[config.mk]
export PLATFORM = sky130hd
export DESIGN_NAME = halton_jitter_generator_core
export DESIGN_NICKNAME = d
export VERILOG_FILES = /design/src/rtl/hjg_pkg.sv /design/src/rtl/halton_jitter_generator_core.sv /design/src/rtl/hjg_cmpsub.sv
export VERILOG_INCLUDE_DIRS = /design/src /design/src/rtl
export SDC_FILE = /design/constraint.sdc
export NUM_CORES = 1
export LEC_CHECK = 0
export BUFFER_PORTS_ARGS = -buffer_cell sky130_fd_sc_hd__buf_4
export CAP_MARGIN = 20
export CORE_MARGIN = 2
export CORE_UTILIZATION = 60
export CTS_CLUSTER_DIAMETER = 30
export DETAILED_ROUTE_END_ITERATION = 10
export GPL_TIMING_DRIVEN = 0
export PLACE_DENSITY = 0.81
export SLEW_MARGIN = 20
export SYNTH_ARGS = -nofsm -noshare
export SYNTH_HDL_FRONTEND = slang
export SYNTH_SLANG_ARGS = --single-unit
export TNS_END_PERCENT = 50
[constraint.sdc]
create_clock -name clock -period 8.2 [get_ports clock]
set_input_delay 1.23 -clock clock [delete_from_list [all_inputs] [get_ports clock]]
set_output_delay 1.23 -clock clock [all_outputs]
set_load 0.01 [all_outputs]
[src/rtl/halton_jitter_generator_core_assert.svh]
// Assertion macros used by the core RTL file of the jitter generator.
`ifndef HALTON_JITTER_GENERATOR_CORE_ASSERT_SVH
`define HALTON_JITTER_GENERATOR_CORE_ASSERT_SVH

// Same-cycle implication, disabled while reset is high.
`define HJG_ASSERT_IMPL(label, clk, rst, ante, cons) \
   label: assert property (@(posedge clk) disable iff (rst) (ante) |-> (cons)) \
      else $error("same-cycle implication failed");

// Next-cycle implication, disabled while reset is high.
`define HJG_ASSERT_NEXT(label, clk, rst, ante, cons) \
   label: assert property (@(posedge clk) disable iff (rst) (ante) |=> (cons)) \
      else $error("next-cycle implication failed");

`endif

[src/rtl/hjg_pkg.sv]
`default_nettype none

package hjg_pkg;

   // Default configuration values.
   localparam int FRAC_BITS_DEFAULT = 16;
   localparam logic [7:0] PHASE_COUNT_RESET = 8'd8;

   // Fixed datapath widths.
   localparam int FRAME_W = 32;
   localparam int SEQ_W = 8;
   localparam int DEN_W = 10;
   localparam int CNT_W = 5;
   localparam int CS_WIDTH = 11;

   // Result of the shared compare and subtract unit.
   typedef struct packed {
      logic                ge;
      logic [CS_WIDTH-1:0] diff;
   } cs_result_type;

endpackage

`default_nettype wire

[src/rtl/halton_jitter_generator_core.sv]
`default_nettype none
//  Channel   Direction  Handshake           Payload
//  req_      in         req_valid/req_stall  req_frame_index[31:0]
//  rsp_      out        rsp_valid/rsp_stall  rsp_jitter_x[15:0], rsp_jitter_y[15:0]
//  csr_      in         csr_valid/csr_ready  csr_data[7:0] (phase count)
//
//  One request passes an accept step, the modulo steps, one digit step per base-3
//  digit of the sequence index (1 to 6 digits), the fraction steps and a done step.
//  The 32 modulo steps and the FRAC_BITS fraction steps share one compare and
//  subtract unit, one bit per cycle; the digit loop takes one digit per cycle.
//  Reset is synchronous and active high; it restores the phase count to 8.
//  A finished result sits in the output register, so a new request is taken
//  while the previous result is stalled; a second result waits in the last step.
`include "halton_jitter_generator_core_assert.svh"

module halton_jitter_generator_core #(
   parameter int FRAC_BITS = hjg_pkg::FRAC_BITS_DEFAULT
) (
   input  wire logic                clock,
   input  wire logic                reset,
   input  wire logic                req_valid,
   output logic                     req_stall,
   input  wire logic [31:0]         req_frame_index,
   output logic                     rsp_valid,
   input  wire logic                rsp_stall,
   output logic signed [15:0]       rsp_jitter_x,
   output logic signed [15:0]       rsp_jitter_y,
   input  wire logic                csr_valid,
   output logic                     csr_ready,
   input  wire logic [7:0]          csr_data
);
   import hjg_pkg::*;

   typedef enum logic [2:0] {
      ST_IDLE,
      ST_MOD,
      ST_DIGIT,
      ST_FRAC,
      ST_DONE
   } state_type;

   // One half in the format of the centered value.
   localparam logic signed [FRAC_BITS+1:0] HALF =
      signed'((FRAC_BITS+2)'(1 << (FRAC_BITS - 1)));

   state_type             state_ff, state_in;
   logic [7:0]            phase_ff, phase_in;
   logic [FRAME_W-1:0]    frame_ff, frame_in;
   logic [7:0]            div_ff, div_in;
   logic [DEN_W-1:0]      rem_ff, rem_in;
   logic [CNT_W-1:0]      cnt_ff, cnt_in;
   logic [SEQ_W-1:0]      seq_ff, seq_in;
   logic [SEQ_W-1:0]      n3_ff, n3_in;
   logic [DEN_W-1:0]      num3_ff, num3_in;
   logic [DEN_W-1:0]      den3_ff, den3_in;
   logic [FRAC_BITS-1:0]  quot_ff, quot_in;
   logic                  rsp_valid_ff, rsp_valid_in;
   logic [15:0]           jx_ff, jx_in;
   logic [15:0]           jy_ff, jy_in;

   logic [CS_WIDTH-1:0]   cs_a, cs_b;
   cs_result_type         cs_result;
   logic                  load_out;
   logic [7:0]            p_eff;
   logic [15:0]           prod3;
   logic [SEQ_W-1:0]      q3;
   logic [1:0]            d3;
   logic [SEQ_W-1:0]      rev8;
   logic [FRAC_BITS-1:0]  frac_x;

   // Center a truncated fraction around zero and clamp it to 16 bits.
   function automatic logic [15:0] center(input logic [FRAC_BITS-1:0] frac);
      logic signed [FRAC_BITS+1:0] v;
      logic signed [31:0]          w;
      v = signed'({2'b00, frac}) - HALF;
      w = 32'(v);
      if (w > 32'sd32767) begin
         w = 32'sd32767;
      end else if (w < -32'sd32768) begin
         w = -32'sd32768;
      end
      return 16'(w);
   endfunction

   hjg_cmpsub u_cmpsub (
      .cs_a      (cs_a),
      .cs_b      (cs_b),
      .cs_result (cs_result)
   );

   // A zero phase count behaves as a cycle of length one.
   assign p_eff = (phase_ff == 8'd0) ? 8'd1 : phase_ff;

   // The base-2 radical inverse of an 8-bit index is its bit reversal over 256.
   always_comb begin
      for (int i = 0; i < SEQ_W; i++) begin
         rev8[i] = seq_ff[SEQ_W-1-i];
      end
   end
   assign frac_x = FRAC_BITS'(rev8) << (FRAC_BITS - SEQ_W);

   // Division of the remaining index by three: x * 171 >> 9 is exact below 256.
   assign prod3 = 16'(n3_ff) * 16'd171;
   assign q3 = SEQ_W'(prod3 >> 9);
   assign d3 = 2'(n3_ff - SEQ_W'(q3 * 8'd3));

   always_comb begin
      state_in = state_ff;
      phase_in = phase_ff;
      frame_in = frame_ff;
      div_in = div_ff;
      rem_in = rem_ff;
      cnt_in = cnt_ff;
      seq_in = seq_ff;
      n3_in = n3_ff;
      num3_in = num3_ff;
      den3_in = den3_ff;
      quot_in = quot_ff;
      jx_in = jx_ff;
      jy_in = jy_ff;
      cs_a = '0;
      cs_b = '0;
      load_out = 1'b0;

      if (csr_valid) begin
         phase_in = csr_data;
      end

      unique case (state_ff)
         ST_IDLE: begin
            if (req_valid) begin
               frame_in = req_frame_index;
               div_in = p_eff;
               rem_in = '0;
               cnt_in = CNT_W'(FRAME_W - 1);
               state_in = ST_MOD;
            end
         end
         ST_MOD: begin
            // Restoring modulo: shift in one frame bit and subtract if it fits.
            cs_a = CS_WIDTH'({rem_ff[7:0], frame_ff[FRAME_W-1]});
            cs_b = CS_WIDTH'(div_ff);
            rem_in = DEN_W'(cs_result.ge ? cs_result.diff : cs_a);
            frame_in = frame_ff << 1;
            cnt_in = cnt_ff - CNT_W'(1);
            if (cnt_ff == '0) begin
               seq_in = SEQ_W'(rem_in[7:0] + 8'd1);
               n3_in = SEQ_W'(rem_in[7:0] + 8'd1);
               num3_in = '0;
               den3_in = DEN_W'(1);
               state_in = ST_DIGIT;
            end
         end
         ST_DIGIT: begin
            // Peel one base-3 digit and append it to the mirrored numerator.
            num3_in = DEN_W'(num3_ff * DEN_W'(3) + DEN_W'(d3));
            den3_in = DEN_W'(den3_ff * DEN_W'(3));
            n3_in = q3;
            if (q3 == '0) begin
               rem_in = num3_in;
               cnt_in = CNT_W'(FRAC_BITS - 1);
               quot_in = '0;
               state_in = ST_FRAC;
            end
         end
         ST_FRAC: begin
            // Long division of num / 3^k, one fraction bit per cycle.
            cs_a = CS_WIDTH'({rem_ff, 1'b0});
            cs_b = CS_WIDTH'(den3_ff);
            rem_in = DEN_W'(cs_result.ge ? cs_result.diff : cs_a);
            quot_in = {quot_ff[FRAC_BITS-2:0], cs_result.ge};
            cnt_in = cnt_ff - CNT_W'(1);
            if (cnt_ff == '0) begin
               state_in = ST_DONE;
            end
         end
         ST_DONE: begin
            if (!rsp_valid_ff || !rsp_stall) begin
               load_out = 1'b1;
               jx_in = center(frac_x);
               jy_in = center(quot_ff);
               state_in = ST_IDLE;
            end
         end
         default: begin
            state_in = ST_IDLE;
         end
      endcase

      rsp_valid_in = (rsp_valid_ff & rsp_stall) | load_out;
   end

   always_ff @(posedge clock) begin
      if (reset) begin
         state_ff <= ST_IDLE;
         phase_ff <= PHASE_COUNT_RESET;
         rsp_valid_ff <= 1'b0;
      end else begin
         state_ff <= state_in;
         phase_ff <= phase_in;
         rsp_valid_ff <= rsp_valid_in;
      end
      frame_ff <= frame_in;
      div_ff <= div_in;
      rem_ff <= rem_in;
      cnt_ff <= cnt_in;
      seq_ff <= seq_in;
      n3_ff <= n3_in;
      num3_ff <= num3_in;
      den3_ff <= den3_in;
      quot_ff <= quot_in;
      jx_ff <= jx_in;
      jy_ff <= jy_in;
   end

   // Configuration is taken at any time; the user must write it only while idle, the block does not enforce it.
   assign csr_ready = 1'b1;
   assign req_stall = (state_ff != ST_IDLE);
   assign rsp_valid = rsp_valid_ff;
   assign rsp_jitter_x = signed'(jx_ff);
   assign rsp_jitter_y = signed'(jy_ff);

   // An accepted request always starts the modulo pass.
   `HJG_ASSERT_NEXT(a_accept_starts_mod, clock, reset, req_valid && !req_stall, state_ff == ST_MOD)
   // The modulo remainder stays below the latched divisor.
   `HJG_ASSERT_IMPL(a_mod_rem_below_div, clock, reset, state_ff == ST_MOD, rem_ff < 10'(div_ff))
   // The mirrored base-3 numerator is a proper fraction of its denominator.
   `HJG_ASSERT_IMPL(a_digit_num_below_den, clock, reset, state_ff == ST_DIGIT, num3_ff < den3_ff)
   // The division remainder stays below the denominator.
   `HJG_ASSERT_IMPL(a_frac_rem_below_den, clock, reset, state_ff == ST_FRAC, rem_ff < den3_ff)

endmodule

`default_nettype wire

[src/rtl/hjg_cmpsub.sv]
`default_nettype none

module hjg_cmpsub (
   input  wire logic [hjg_pkg::CS_WIDTH-1:0] cs_a,
   input  wire logic [hjg_pkg::CS_WIDTH-1:0] cs_b,
   output hjg_pkg::cs_result_type            cs_result
);
   import hjg_pkg::*;

   logic [CS_WIDTH:0] wide_diff;

   // A borrow out of the top bit means the divisor did not fit.
   assign wide_diff = {1'b0, cs_a} - {1'b0, cs_b};
   assign cs_result.ge = ~wide_diff[CS_WIDTH];
   assign cs_result.diff = wide_diff[CS_WIDTH-1:0];

endmodule

`default_nettype wire
### Word-level counts from Yosys, hierarchy flattened

Index checks and enable logic that the tools add are counted.

| storage, ports and cells | value |
|---|---|
| register bits after elaboration | 151 |
| input port bits | 45 |
| output and inout port bits | 35 |
| logic and storage cells | 94 |

| cells by class | value |
|---|---|
| add/subtract/negate cells | 7 |
| $mul | 4 |
| $lt $le $gt $ge | 4 |
| eq/ne operators | 9 |
| mux-type cells | 30 |
| bitwise gates (word level) | 3 |
| reductions and logical operators | 23 |

Operator list:

| operator | count |
|---|---|
| one-hot mux 32 bit (2 select lines) | 1 |
| two-way mux 10 bit | 6 |
| one-hot mux 10 bit (2 select lines) | 3 |
| two-way mux 16 bit | 3 |
| one-hot mux 10 bit (4 select lines) | 1 |
| greater-than comparator 17 x 16 -> 1 bit, second input constant | 2 |
| less-than comparator 17 x 16 -> 1 bit, second input constant | 2 |
| subtractor 16 x 16 -> 17 bit, second input constant | 2 |
| two-way mux 32 bit | 1 |
| one-hot mux 16 bit (2 select lines) | 1 |
| one-hot mux 11 bit (2 select lines) | 1 |
| multiplier 10 x 2 -> 10 bit, second input constant | 2 |
| zero test 8 bit | 2 |
| multiplier 8 x 8 -> 16 bit, second input constant | 1 |
| one-hot mux 8 bit (2 select lines) | 1 |
| two-way mux 3 bit | 5 |
| one-hot mux 3 bit (5 select lines) | 1 |
| one-hot mux 5 bit (3 select lines) | 1 |
| AND reduction 2 bit | 6 |
| subtractor 11 x 10 -> 12 bit | 1 |
| adder 10 x 2 -> 10 bit | 1 |
| two-way mux 5 bit | 2 |
| inequality test 2 bit, second input constant | 5 |
| adder 8 x 1 -> 8 bit, second input constant | 1 |
| 21 further kinds | 28 |

### Logic depth before layout (Yosys ltp)

Gate-level depths: netlist of run 1.

| depth | value |
|---|---|
| depth in word-level cells | 7 |
| gate-level depth with buffers | 25 |
| depth with buffers taken out | 25 |

### Hierarchy

Synthesis of run 1 repeated with hierarchy kept, for this count alone.

| unflattened totals | value |
|---|---|
| cells, all modules | 704 |
| area, all modules | 8380.5 µm² |

By module, submodules not included:

| module | instances | cells an instance | area each (µm²) | seq. area each (µm²) |
|---|---|---|---|---|
| halton_jitter_generator_core | 1 | 640 | 7908.8 | 4144.0 |
| hjg_cmpsub | 1 | 64 | 471.7 | 0.0 |

### Worst setup path before layout of run 1

OpenSTA, ideal clock, no wires.

| path | value |
|---|---|
| path kind | reg-to-reg |
| from | register n3_ff[1] |
| to | register rem_ff[9] (data pin) |
| setup time | 0.261 ns |
| arrival time | 6.041 ns |
| data required time | 7.939 ns |
| slack | 1.898 ns |
| stages on the path, launching flop included | 23 |
| buffers on the path | 0 |
| period minus slack after synthesis | 6.302 ns |
| cell sequence | edfxtp_1 -> ha_1 -> fa_1 -> fa_1 -> fa_1 -> ha_1 -> a21o_1 -> nor2_1 -> xnor2_1 -> inv_1 -> ha_1 -> xnor2_1 -> xnor2_1 -> fa_1 -> ha_1 -> fa_1 -> a21o_1 -> a21oi_1 -> o21ai_0 -> o41ai_1 -> xnor2_1 -> nor2_1 -> a221o_1 |

| on the way | value |
|---|---|
| word-level cells in the longest chain between the ends | 6 |

RTL lines:

| what | RTL line | RTL |
|---|---|---|
| start: declaration | halton_jitter_generator_core.sv:53 | `logic [SEQ_W-1:0] n3_ff, n3_in;` |
| start signal: assignment | halton_jitter_generator_core.sv:208 | `n3_ff <= n3_in;` |
| multiplier 8 x 8 -> 16 bit | halton_jitter_generator_core.sv:103 | `assign prod3 = 16'(n3_ff) * 16'd171;` |
| multiplier 7 x 2 -> 2 bit | halton_jitter_generator_core.sv:105 | `assign d3 = 2'(n3_ff - SEQ_W'(q3 * 8'd3));` |
| subtractor 2 bit * | halton_jitter_generator_core.sv:105 |  |
| adder 10 x 2 -> 10 bit * | halton_jitter_generator_core.sv:156 | `num3_in = DEN_W'(num3_ff * DEN_W'(3) + DEN_W'(d3));` |
| two-way mux 10 bit * | halton_jitter_generator_core.sv:159 | `if (q3 == '0) begin` |
| one-hot mux 10 bit (4 select lines) * | halton_jitter_generator_core.sv:129 | `unique case (state_ff)` |
| via rem_in[9] | halton_jitter_generator_core.sv:50 | `logic [DEN_W-1:0] rem_ff, rem_in;` |
| end signal: assignment | halton_jitter_generator_core.sv:205 | `rem_ff <= rem_in;` |
| end: declaration | halton_jitter_generator_core.sv:50 |  |

The timed path passes the listed nets; every way through them passes the cells marked *. The select of a mux whose other input is x is not followed.
A chain may end at the register's enable or synchronous reset.

### Final worst setup path of run 1

Ends and elaborated chain as after synthesis.

==> flow_summary.json, run 1 <==
{
  "yosys_warnings": 0,
  "fin_nets": 961,
  "start_util": 0.612,
  "cts_tree": "done",
  "cp.arrival_ps": 7050,
  "multiInputGateArea_um2": 4020,
  "clk_pin_slew_ps": 70,
  "drv_slew": 0,
  "vias": 5823,
  "drt_iter0_drc": 497,
  "maxCapViolations": 0,
  "grt_pass1_vias": 5933,
  "ys_types": 63,
  "dieArea_um2": 15100,
  "hold_ws_ps": 429,
  "cts_setup_buffers": 0,
  "reg2reg_depth": 22,
  "viasPerCell": 5.75,
  "p_leak_nw": 4.17,
  "grt_pass1_wl_mm": 28.8,
  "r2r_slack_ps": 1320,
  "num_antenna_cells": 0,
  "swShare": 0.259,
  "fin_skew_ps": 18.3,
  "cts_buffer_depth": 2,
  "fin_tns_setup_ps": 0,
  "io_buffers": 69,
  "grt_max_degree": 28,
  "routabilityCongestion": 0.935,
  "root_buffer": "clkbuf_16",
  "crit_required_ps": 8370,
  "layout_worst_path_cycle_share": 0.838,
  "die_height_um": 123,
  "core_area_um2": 13900,
  "min_period_ps": 6880,
  "synth_area_um2": 8500,
  "worstHoldStart": "seq_ff[6]",
  "grt_usage": 0.250,
  "cts_sinks": 142,
  "power.share.combinational": 0.138,
  "ant_nets": 0,
  "synth_ff_type": "edfxtp_1",
  "rsz0062_at_grt": "no",
  "grt-ovfl-total": 0,
  "crit_path_start_kind": "flip-flop",
  "drcViolationCount": 0,
  "wire_per_inst_um": 17.9,
  "num_rows": 43,
  "io_pins": 80,
  "hold_end": "rsp_jitter_x[9]",
  "p_per_area_nw_per_um2": 191,
  "hold_class": "flip-flop to flip-flop",
  "power.switching_uw": 492,
  "hold_depth": 0,
  "cts_hold_buf": 0,
  "synth_area_leaders": "edfxtp_1 46%, ha_1 12%, mux2_2 5.4%",
  "intPower_mw": 1.41,
  "cp-end-kind": "flip-flop",
  "area_delta_synth_final_pct": 16.9,
  "peakVddDrop_mv": 0.169,
  "finalHoldViolCount": 0,
  "setup_viol": 0,
  "reg2reg_to": "rem_ff[9]",
  "cts_resized": 0,
  "yosys.area.top_type": "edfxtp_1",
  "hpwlAfterDp_mm": 13.0,
  "clk_latency_ps": 440,
  "netlist_instances": 721,
  "synth_top_area_frac": 0.459,
  "relSlewSlack": 0.435,
  "timing.rr.start": "n3_ff[1]",
  "ys_ff_latch": 142,
  "syn_area_per_cell_um2": 11.8,
  "tightest_slew_ps": 845,
  "cp-startpoint": "n3_ff[1]",
  "seqCellArea_um2": 4140,
  "ys_seq_area_frac": 0.488,
  "synth_edf_count": 130,
  "first_pass_iters": 5,
  "antenna_found_initial": 0,
  "async_flop_share": 0,
  "fmax_mhz": 145,
  "layout-drive-gt1-share": 0.209,
  "power.share.clock": 0.414,
  "status": "finished clean",
  "worstSetupPathType": "flip-flop to flip-flop",
  "numCtsBuffers": 17,
  "seqPwrFrac": 0.448,
  "htreeDepth": 4,
  "die_x_um": 123,
  "nFillCells": 967,
  "path_max_fanout": 5,
  "drt-total-wl_mm": 18.1
}
==> routing by layer <==
layer	vias to the layer above	routed length, um	track usage
li1	2772	-	-
met1	2837	7520	0.299
met2	178	9390	0.437
met3	36	803	0.0535
met4	0	384	0.102
met5	-	0	0
==> worst max-delay path, stage by stage (launching register included) <==
cell      delay, ps
edfxtp_1        510
ha_1            380
fa_1            490
fa_1            510
fa_1            520
ha_1            370
a21o_1          220
nor2_1          140
xnor2_1         190
inv_1            80
ha_1            310
xnor2_1         140
xnor2_1         200
fa_1            460
ha_1            240
fa_1            400
a21o_1          190
a21oi_1         190
o21ai_0         170
o41ai_1         380
xnor2_1         170
nor2_1           80
a221o_1         260
==> how the worst max path moves through the flow <==
stage / end / cells after the start
final: rem_ff[9] / 22
after floorplan: rem_ff[9] / 22
after CTS: rem_ff[9] / 22
after global routing: rem_ff[9] / 22
after global placement: rem_ff[9] / 22
after detailed placement: rem_ff[9] / 22
==> cells in the mapped netlist, drive strengths merged, types with 7 or more instances <==
master	instances
nor2	49
a21oi	27
nor2b	7
mux2i	14
nor3	10
inv	40
o21a	8
ha	81
xnor2	21
a21o	14
xor2	18
mux2	41
dfxtp	12
clkbuf	38
fa	16
nand2	38
and3	19
and2	24
o21ai	25
buf	15
nand2b	8
nand3	9
edfxtp	130
==> state kept, by name, summed over array words and instances (netlist names) <==
signal,cells
rsp_jitter_x,8
seq_ff,8
n3_ff,8
quot_ff,16
num3_ff,10
div_ff,8
state_ff,3
frame_ff,32
rem_ff,10
rsp_jitter_y,16
den3_ff,9
cnt_ff,5
rsp_valid,1
phase_ff,8
==> metrics by stage <==
stage          area (um2)  power, mW  setup WS, ps   util  std cells
3_5_place_dp         9340       1.12          1310  0.673        980
6_report             9940       1.90          1320  0.716       1012
3_3_place_gp         9270       1.11          1510  0.668        977
5_1_grt              9940       1.96           931  0.716       1012
2_1_floorplan        8520       1.04          1900      -        728
4_1_cts              9940       1.91          1270  0.716       1012
==> power groups by stage <==
stage          combinational, mW  sequential [mW]  clock [mW]
3_3_place_gp               0.245            0.866           0
6_report                   0.263            0.853       0.786
2_1_floorplan              0.184            0.860           0
5_1_grt                    0.286            0.855       0.823
4_1_cts                    0.260            0.852       0.795
3_5_place_dp               0.257            0.866           0
==> logic make-up (layout without fill, tap and decap cells) <==
logic type,Yosys count,in the layout,share of synthesized area
simple gates,183,183,0.109
flops,142,142,0.488
compound gates,110,110,0.0876
fa+ha+maj,97,97,0.157
buf+inv,93,197,0.0467
mux,55,55,0.0708
xor+xnor,39,39,0.0402
other cells,2,9,0.000884
==> cell type report <==
type	count	area share
well taps	180	0.0227
clock buffers	17	0.0428
repair buffers	72	0.0555
clock inverters	15	0.0174
inverters	40	0.0151
multi-input cells	493	0.405
flip-flops and latches	142	0.417
plain buffers	53	0.0248
==> layout by cell type, fill, tap and decap left out, types with 3 or more instances in the layout <==
master | synthesis | layout
nand3_1 | 9 | 9
clkinv_2 | 0 | 3
a21oi_1 | 27 | 26
or3_1 | 4 | 4
a21o_1 | 14 | 14
ha_1 | 81 | 81
mux2i_1 | 14 | 14
mux2_2 | 41 | 41
nor2b_1 | 6 | 6
o21ai_1 | 4 | 4
inv_8 | 0 | 4
clkbuf_1 | 38 | 38
clkbuf_16 | 0 | 17
nor2_1 | 49 | 49
o21ai_0 | 20 | 20
conb_1 | 2 | 9
inv_6 | 0 | 6
buf_2 | 5 | 5
dfxtp_1 | 12 | 12
o21a_1 | 8 | 8
xor2_1 | 18 | 18
nand2b_1 | 8 | 8
inv_1 | 40 | 40
nor3_1 | 10 | 10
nand2_1 | 38 | 38
nor4_1 | 3 | 3
and2_1 | 23 | 23
and3_1 | 19 | 19
edfxtp_1 | 130 | 130
fa_1 | 16 | 16
buf_4 | 9 | 79
xnor2_1 | 21 | 21
or2_2 | 3 | 3
o21bai_1 | 4 | 4
(Power assumes the default switching activity.)
==> run 2: changes to the inputs <==
- clock period: 8.2 -> 6.4 ns (I/O delays scaled with it)
==> flow_summary.json, run 2 (synthesized netlist as in run 1, its figures left out) <==
{
  "drcViolationCount": 0,
  "fin_nets": 985,
  "fin_skew_ps": 22.7,
  "p_per_area_nw_per_um2": 236,
  "cts_tree": "done",
  "path_max_fanout": 5,
  "wire_per_inst_um": 18.5,
  "drt_iter0_drc": 521,
  "die_height_um": 123,
  "area_delta_synth_final_pct": 21.5,
  "cts_buffer_depth": 2,
  "start_util": 0.612,
  "final_common_cell": "edfxtp_1",
  "io_buffers": 69,
  "regMostFlops": "frame_ff",
  "vias": 6042,
  "worstHoldStart": "seq_ff[6]",
  "maxCapViolations": 0,
  "dieArea_um2": 15100,
  "root_buffer": "clkbuf_16",
  "ant_nets": 0,
  "antenna_found_initial": 0,
  "grt_pass1_wl_mm": 29.2,
  "htreeDepth": 4,
  "postPlaceCellArea_um2": 9340,
  "fmax_mhz": 158,
  "cp.arrival_ps": 6490,
  "post-route-util": 0.744,
  "layout_common_cells": "130 x edfxtp_1, 103 x buf_4, 73 x ha_1, 48 x nor2_1, 41 x mux2_2",
  "hold_end": "rsp_jitter_x[9]",
  "min_period_ps": 6320,
  "cts_sinks": 142,
  "fin_tns_setup_ps": 0,
  "p_leak_nw": 4.32,
  "worstSetupPathType": "flip-flop to flip-flop",
  "hpwlAfterDp_mm": 13.0,
  "layout-drive-gt1-share": 0.261,
  "tightest_slew_ps": 832,
  "dp_slack_ps": -491,
  "grt_max_degree": 28,
  "crit_path_start_kind": "flip-flop",
  "first_pass_iters": 6,
  "drt-total-wl_mm": 19.2,
  "hold_class": "flip-flop to flip-flop",
  "die_x_um": 123,
  "cp-end-kind": "flip-flop",
  "grt_usage": 0.253,
  "timing.rr.start": "n3_ff[3]",
  "largest_reg_flops": 32,
  "num_antenna_cells": 0,
  "r2r_slack_ps": 80,
  "crit_required_ps": 6570,
  "hold_depth": 0,
  "status": "finished clean",
  "reg2reg_depth": 21,
  "viasPerCell": 5.83,
  "clk_latency_ps": 440,
  "layout_worst_path_cycle_share": 0.988,
  "numCtsBuffers": 17,
  "grt_pass1_vias": 6011,
  "peakVddDrop_mv": 0.217,
  "finalHoldViolCount": 0,
  "core_area_um2": 13900,
  "drv_slew": 0,
  "io_pins": 80,
  "num_rows": 43,
  "clk_pin_slew_ps": 60,
  "worst_slack_ps": 77.5,
  "setup_viol": 0,
  "cts_hold_buf": 0,
  "rsz0062_at_grt": "yes",
  "reg2reg_to": "rem_ff[9]",
  "relSlewSlack": 0.443,
  "final_area_um2": 10300,
  "grt-ovfl-total": 0,
  "nFillCells": 911,
  "routabilityCongestion": 0.935
}
run 2: cell count changes in the layout (fill, tap and decap cells not counted), sizes merged:
cell	change
buf	+24
run 2: worst max path at each step:
stage,startpoint,end,slack (ps),cells after the start
finish,n3_ff[3],rem_ff[9],80,21
CTS,n3_ff[2],rem_ff[9],6,24
global placement,n3_ff[1],rem_ff[9],-290,22
floorplan,n3_ff[1],rem_ff[9],100,22
global route,n3_ff[0],rem_ff[9],-150,24
detailed placement,n3_ff[1],rem_ff[9],-490,22
run 2: power by group:
group / total [mW] / internal, mW / switching (mW)
logic: 0.338 / 0.148 / 0.190
registers: 1.09 / 1.07 / 0.0226
clock network: 1.01 / 0.589 / 0.422
total: 2.44 / 1.81 / 0.635
run 2: cell type report:
class,count,area (um2),area share
timing repair buffer,96,732,0.0709
multi-input combinational,493,4230,0.410
clock buffer,17,425,0.0412
clock inverter,15,173,0.0167
tap,180,225,0.0218
inverter,40,150,0.0145
buffer,53,246,0.0239
sequential,142,4140,0.401
run 2: metal layers:
| layer | vias to the layer above | GRT usage | part of all wire | wire, um |
|---|---|---|---|---|
| met5 | - | 0 | 0 | 0 |
| met4 | 0 | 0.102 | 0.025 | 483 |
| met3 | 47 | 0.0526 | 0.050 | 964 |
| met2 | 218 | 0.445 | 0.52 | 9910 |
| met1 | 2953 | 0.304 | 0.41 | 7860 |
| li1 | 2824 | - | - | - |
run 2: repair_timing:
action,CTS,global route
buffers inserted,11,13
pin swaps,12,32
setup endpoints to repair,4,2
gates resized for setup,17,15
run 2: worst max-delay path: stages (launching register included):
cell and delay, ps:
edfxtp_1 480, ha_4 290, fa_1 500, fa_1 450
fa_2 590, ha_4 220, buf_4 140, a41oi_4 240
xor2_2 250, ha_4 260, xnor2_4 190, xnor2_2 150
fa_1 460, ha_2 220, fa_2 390, a21o_1 180
a21oi_2 170, o21ai_2 90, o41ai_2 270, xnor2_1 160
nor2_1 80, a221o_1 270
run 2: through the flow:
stage | power [mW] | cells | hold slack, ps
2_1_floorplan | 1.34 | 728 | 400
3_3_place_gp | 1.42 | 977 | 407
3_5_place_dp | 1.44 | 980 | 413
4_1_cts | 2.44 | 1023 | 429
5_1_grt | 2.52 | 1036 | 435
6_report | 2.44 | 1036 | 428
==> run 3: changes to the inputs <==
--- a/config.mk
+++ b/config.mk
@@ -8,2 +8,3 @@
 export LEC_CHECK = 0
+export ABC_AREA = 1
 export BUFFER_PORTS_ARGS = -buffer_cell sky130_fd_sc_hd__buf_4
@@ -15,3 +16,3 @@
 export GPL_TIMING_DRIVEN = 0
-export PLACE_DENSITY = 0.81
+export PLACE_DENSITY = 0.8
 export SLEW_MARGIN = 20
==> constraint.sdc (replaced) <==
create_clock -name clock -period 6.4 [get_ports clock]
set_input_delay 0.64 -clock clock [delete_from_list [all_inputs] [get_ports clock]]
set_output_delay 0.64 -clock clock [all_outputs]
set_load 0.01 [all_outputs]
==> flow_summary.json, run 3 <==
{
  "layout_worst_path_cycle_share": 0.991,
  "fmax_mhz": 158,
  "crit_required_ps": 6580,
  "grt_usage": 0.260,
  "root_buffer": "clkbuf_16",
  "async_flop_share": 0,
  "die_height_um": 124,
  "netlist_instances": 934,
  "clk_latency_ps": 430,
  "grt-ovfl-total": 0,
  "worstSetupPathType": "flip-flop to flip-flop",
  "nFillCells": 940,
  "relSlewSlack": 0.334,
  "drt-total-wl_mm": 19.5,
  "start_util": 0.618,
  "layout-drive-gt1-share": 0.190,
  "drv_slew": 0,
  "viasPerCell": 5.45,
  "fin_nets": 1189,
  "grt_pass1_wl_mm": 30.3,
  "dieArea_um2": 15400,
  "drcViolationCount": 0,
  "core_area_um2": 14000,
  "synth_edf_count": 130,
  "yosys.area.top_type": "edfxtp_1",
  "ys_ff_latch": 142,
  "crit_path_start_kind": "flip-flop",
  "tightest_slew_ps": 999,
  "yosys-top-cells-count": "232 x nand2_1, 131 x inv_1, 130 x edfxtp_1",
  "numCtsBuffers": 17,
  "timing.rr.start": "n3_ff[1]",
  "layout_common_cells": "224 x nand2_1, 130 x edfxtp_1, 128 x inv_1, 94 x buf_4, 73 x ha_1",
  "slowest_delay_ps": 540,
  "r2r_slack_ps": 60,
  "path_max_fanout": 3,
  "largest_reg_flops": 32,
  "synth_area_leaders": "edfxtp_1 45%, ha_1 12%, nand2_1 10%",
  "critPathSlowestCell": "fa_1",
  "drt_iter0_drc": 479,
  "cts_tree": "done",
  "cp.arrival_ps": 6520,
  "io_pins": 80,
  "synth_ff_type": "edfxtp_1",
  "syn_area_per_cell_um2": 9.26,
  "reg2reg_to": "rem_ff[9]",
  "post-route-util": 0.747,
  "hpwlAfterDp_mm": 13.4,
  "status": "finished clean",
  "cts_sinks": 142,
  "vias": 6755,
  "cp-startpoint": "n3_ff[1]",
  "fin_tns_setup_ps": 0,
  "ant_nets": 0,
  "min_period_ps": 6340,
  "grt_max_degree": 25,
  "synth_most_common_cell": "nand2_1",
  "worst_slack_ps": 59.5,
  "hold_class": "primary input to flip-flop",
  "htreeDepth": 4,
  "setup_viol": 0,
  "area_delta_synth_final_pct": 20.8,
  "antenna_found_initial": 0,
  "wire_per_inst_um": 15.7,
  "io_buffers": 70,
  "fin_skew_ps": 8.24,
  "cts_buffer_depth": 2,
  "die_x_um": 124,
  "cp-endpoint": "rem_ff[9]",
  "reg2reg_depth": 28,
  "regMostFlops": "frame_ff",
  "ys_types": 43,
  "ys_seq_area_frac": 0.479,
  "grt_pass1_vias": 6472,
  "clk_pin_slew_ps": 70,
  "synth_area_um2": 8650,
  "routabilityCongestion": 0.888,
  "rsz0062_at_grt": "yes",
  "first_pass_iters": 5,
  "num_rows": 43,
  "num_antenna_cells": 0,
  "dp_slack_ps": -332,
  "maxCapViolations": 0,
  "cp-end-kind": "flip-flop",
  "finalHoldViolCount": 0,
  "final_common_cell": "nand2_1",
  "synth_top_area_frac": 0.451,
  "yosys_warnings": 0
}
run 3: final cells by class:
type	instances	area [um2]	share of cell area
flip-flops and latches	142	4140	0.397
multi-input cells	612	4030	0.386
repair buffers	87	693	0.0663
inverters	140	528	0.0505
clock buffers	17	425	0.0407
plain buffers	47	226	0.0217
well taps	180	225	0.0216
clock inverters	15	173	0.0165
run 3: cells by family (layout without fill, tap and decap cells):
family	Yosys count	in the layout	share of synthesized area
flip-flops	142	142	0.479
other	2	9	0.000868
XOR/XNOR	15	15	0.0152
AND/OR/NAND/NOR	382	382	0.194
buffers and inverters	187	306	0.0869
adder cells (fa/ha/maj)	97	97	0.154
AO/OA/AOI/OAI	109	109	0.0696
run 3: repair_timing:
item	in CTS	in global routing
hold buffers	0	0
buffers inserted	4	11
endpoints found under the setup margin	2	2
gates resized for setup	8	35
pin swaps	6	28
run 3: worst max-delay path, delay by kind of cell (launching register included):
family | cells | cell delay [ps]
flops | 1 | 510
xor+xnor | 3 | 530
fa+ha+maj | 9 | 3310
compound gates | 3 | 550
simple gates | 11 | 980
buf+inv | 2 | 220
run 3: worst min path at each step:
stage                          from               end  slack [ps]  cells past startpoint
after floorplan           seq_ff[5]  rsp_jitter_x[10]         400                      0
after global placement    seq_ff[4]  rsp_jitter_x[11]         400                      0
after detailed placement  seq_ff[4]  rsp_jitter_x[11]         400                      0
after CTS                     reset         rsp_valid         400                      2
after global routing          reset         rsp_valid         400                      2
final                         reset         rsp_valid         400                      2
run 3: stage by stage:
| stage | hold slack [ps] | std cells | instance area (um2) |
|---|---|---|---|
| 6_report | 400 | 1240 | 10400 |
| 5_1_grt | 404 | 1240 | 10400 |
| 4_1_cts | 395 | 1229 | 10200 |
| 3_5_place_dp | 405 | 1193 | 9520 |
| 3_3_place_gp | 404 | 1191 | 9430 |
| 2_1_floorplan | 400 | 941 | 8680 |
run 3: per-layer routing:
layer	GRT usage	wire length [um]	vias to the layer above
met1	0.316	7640	3154
met5	0	0	-
met4	0.0997	629	0
met2	0.449	10000	262
met3	0.0618	1210	54
li1	-	-	3285
Power of run 3 is left out: the tool's default activity adds up to more than one toggle a clock period on the data nets, which glitch-free logic cannot reach.
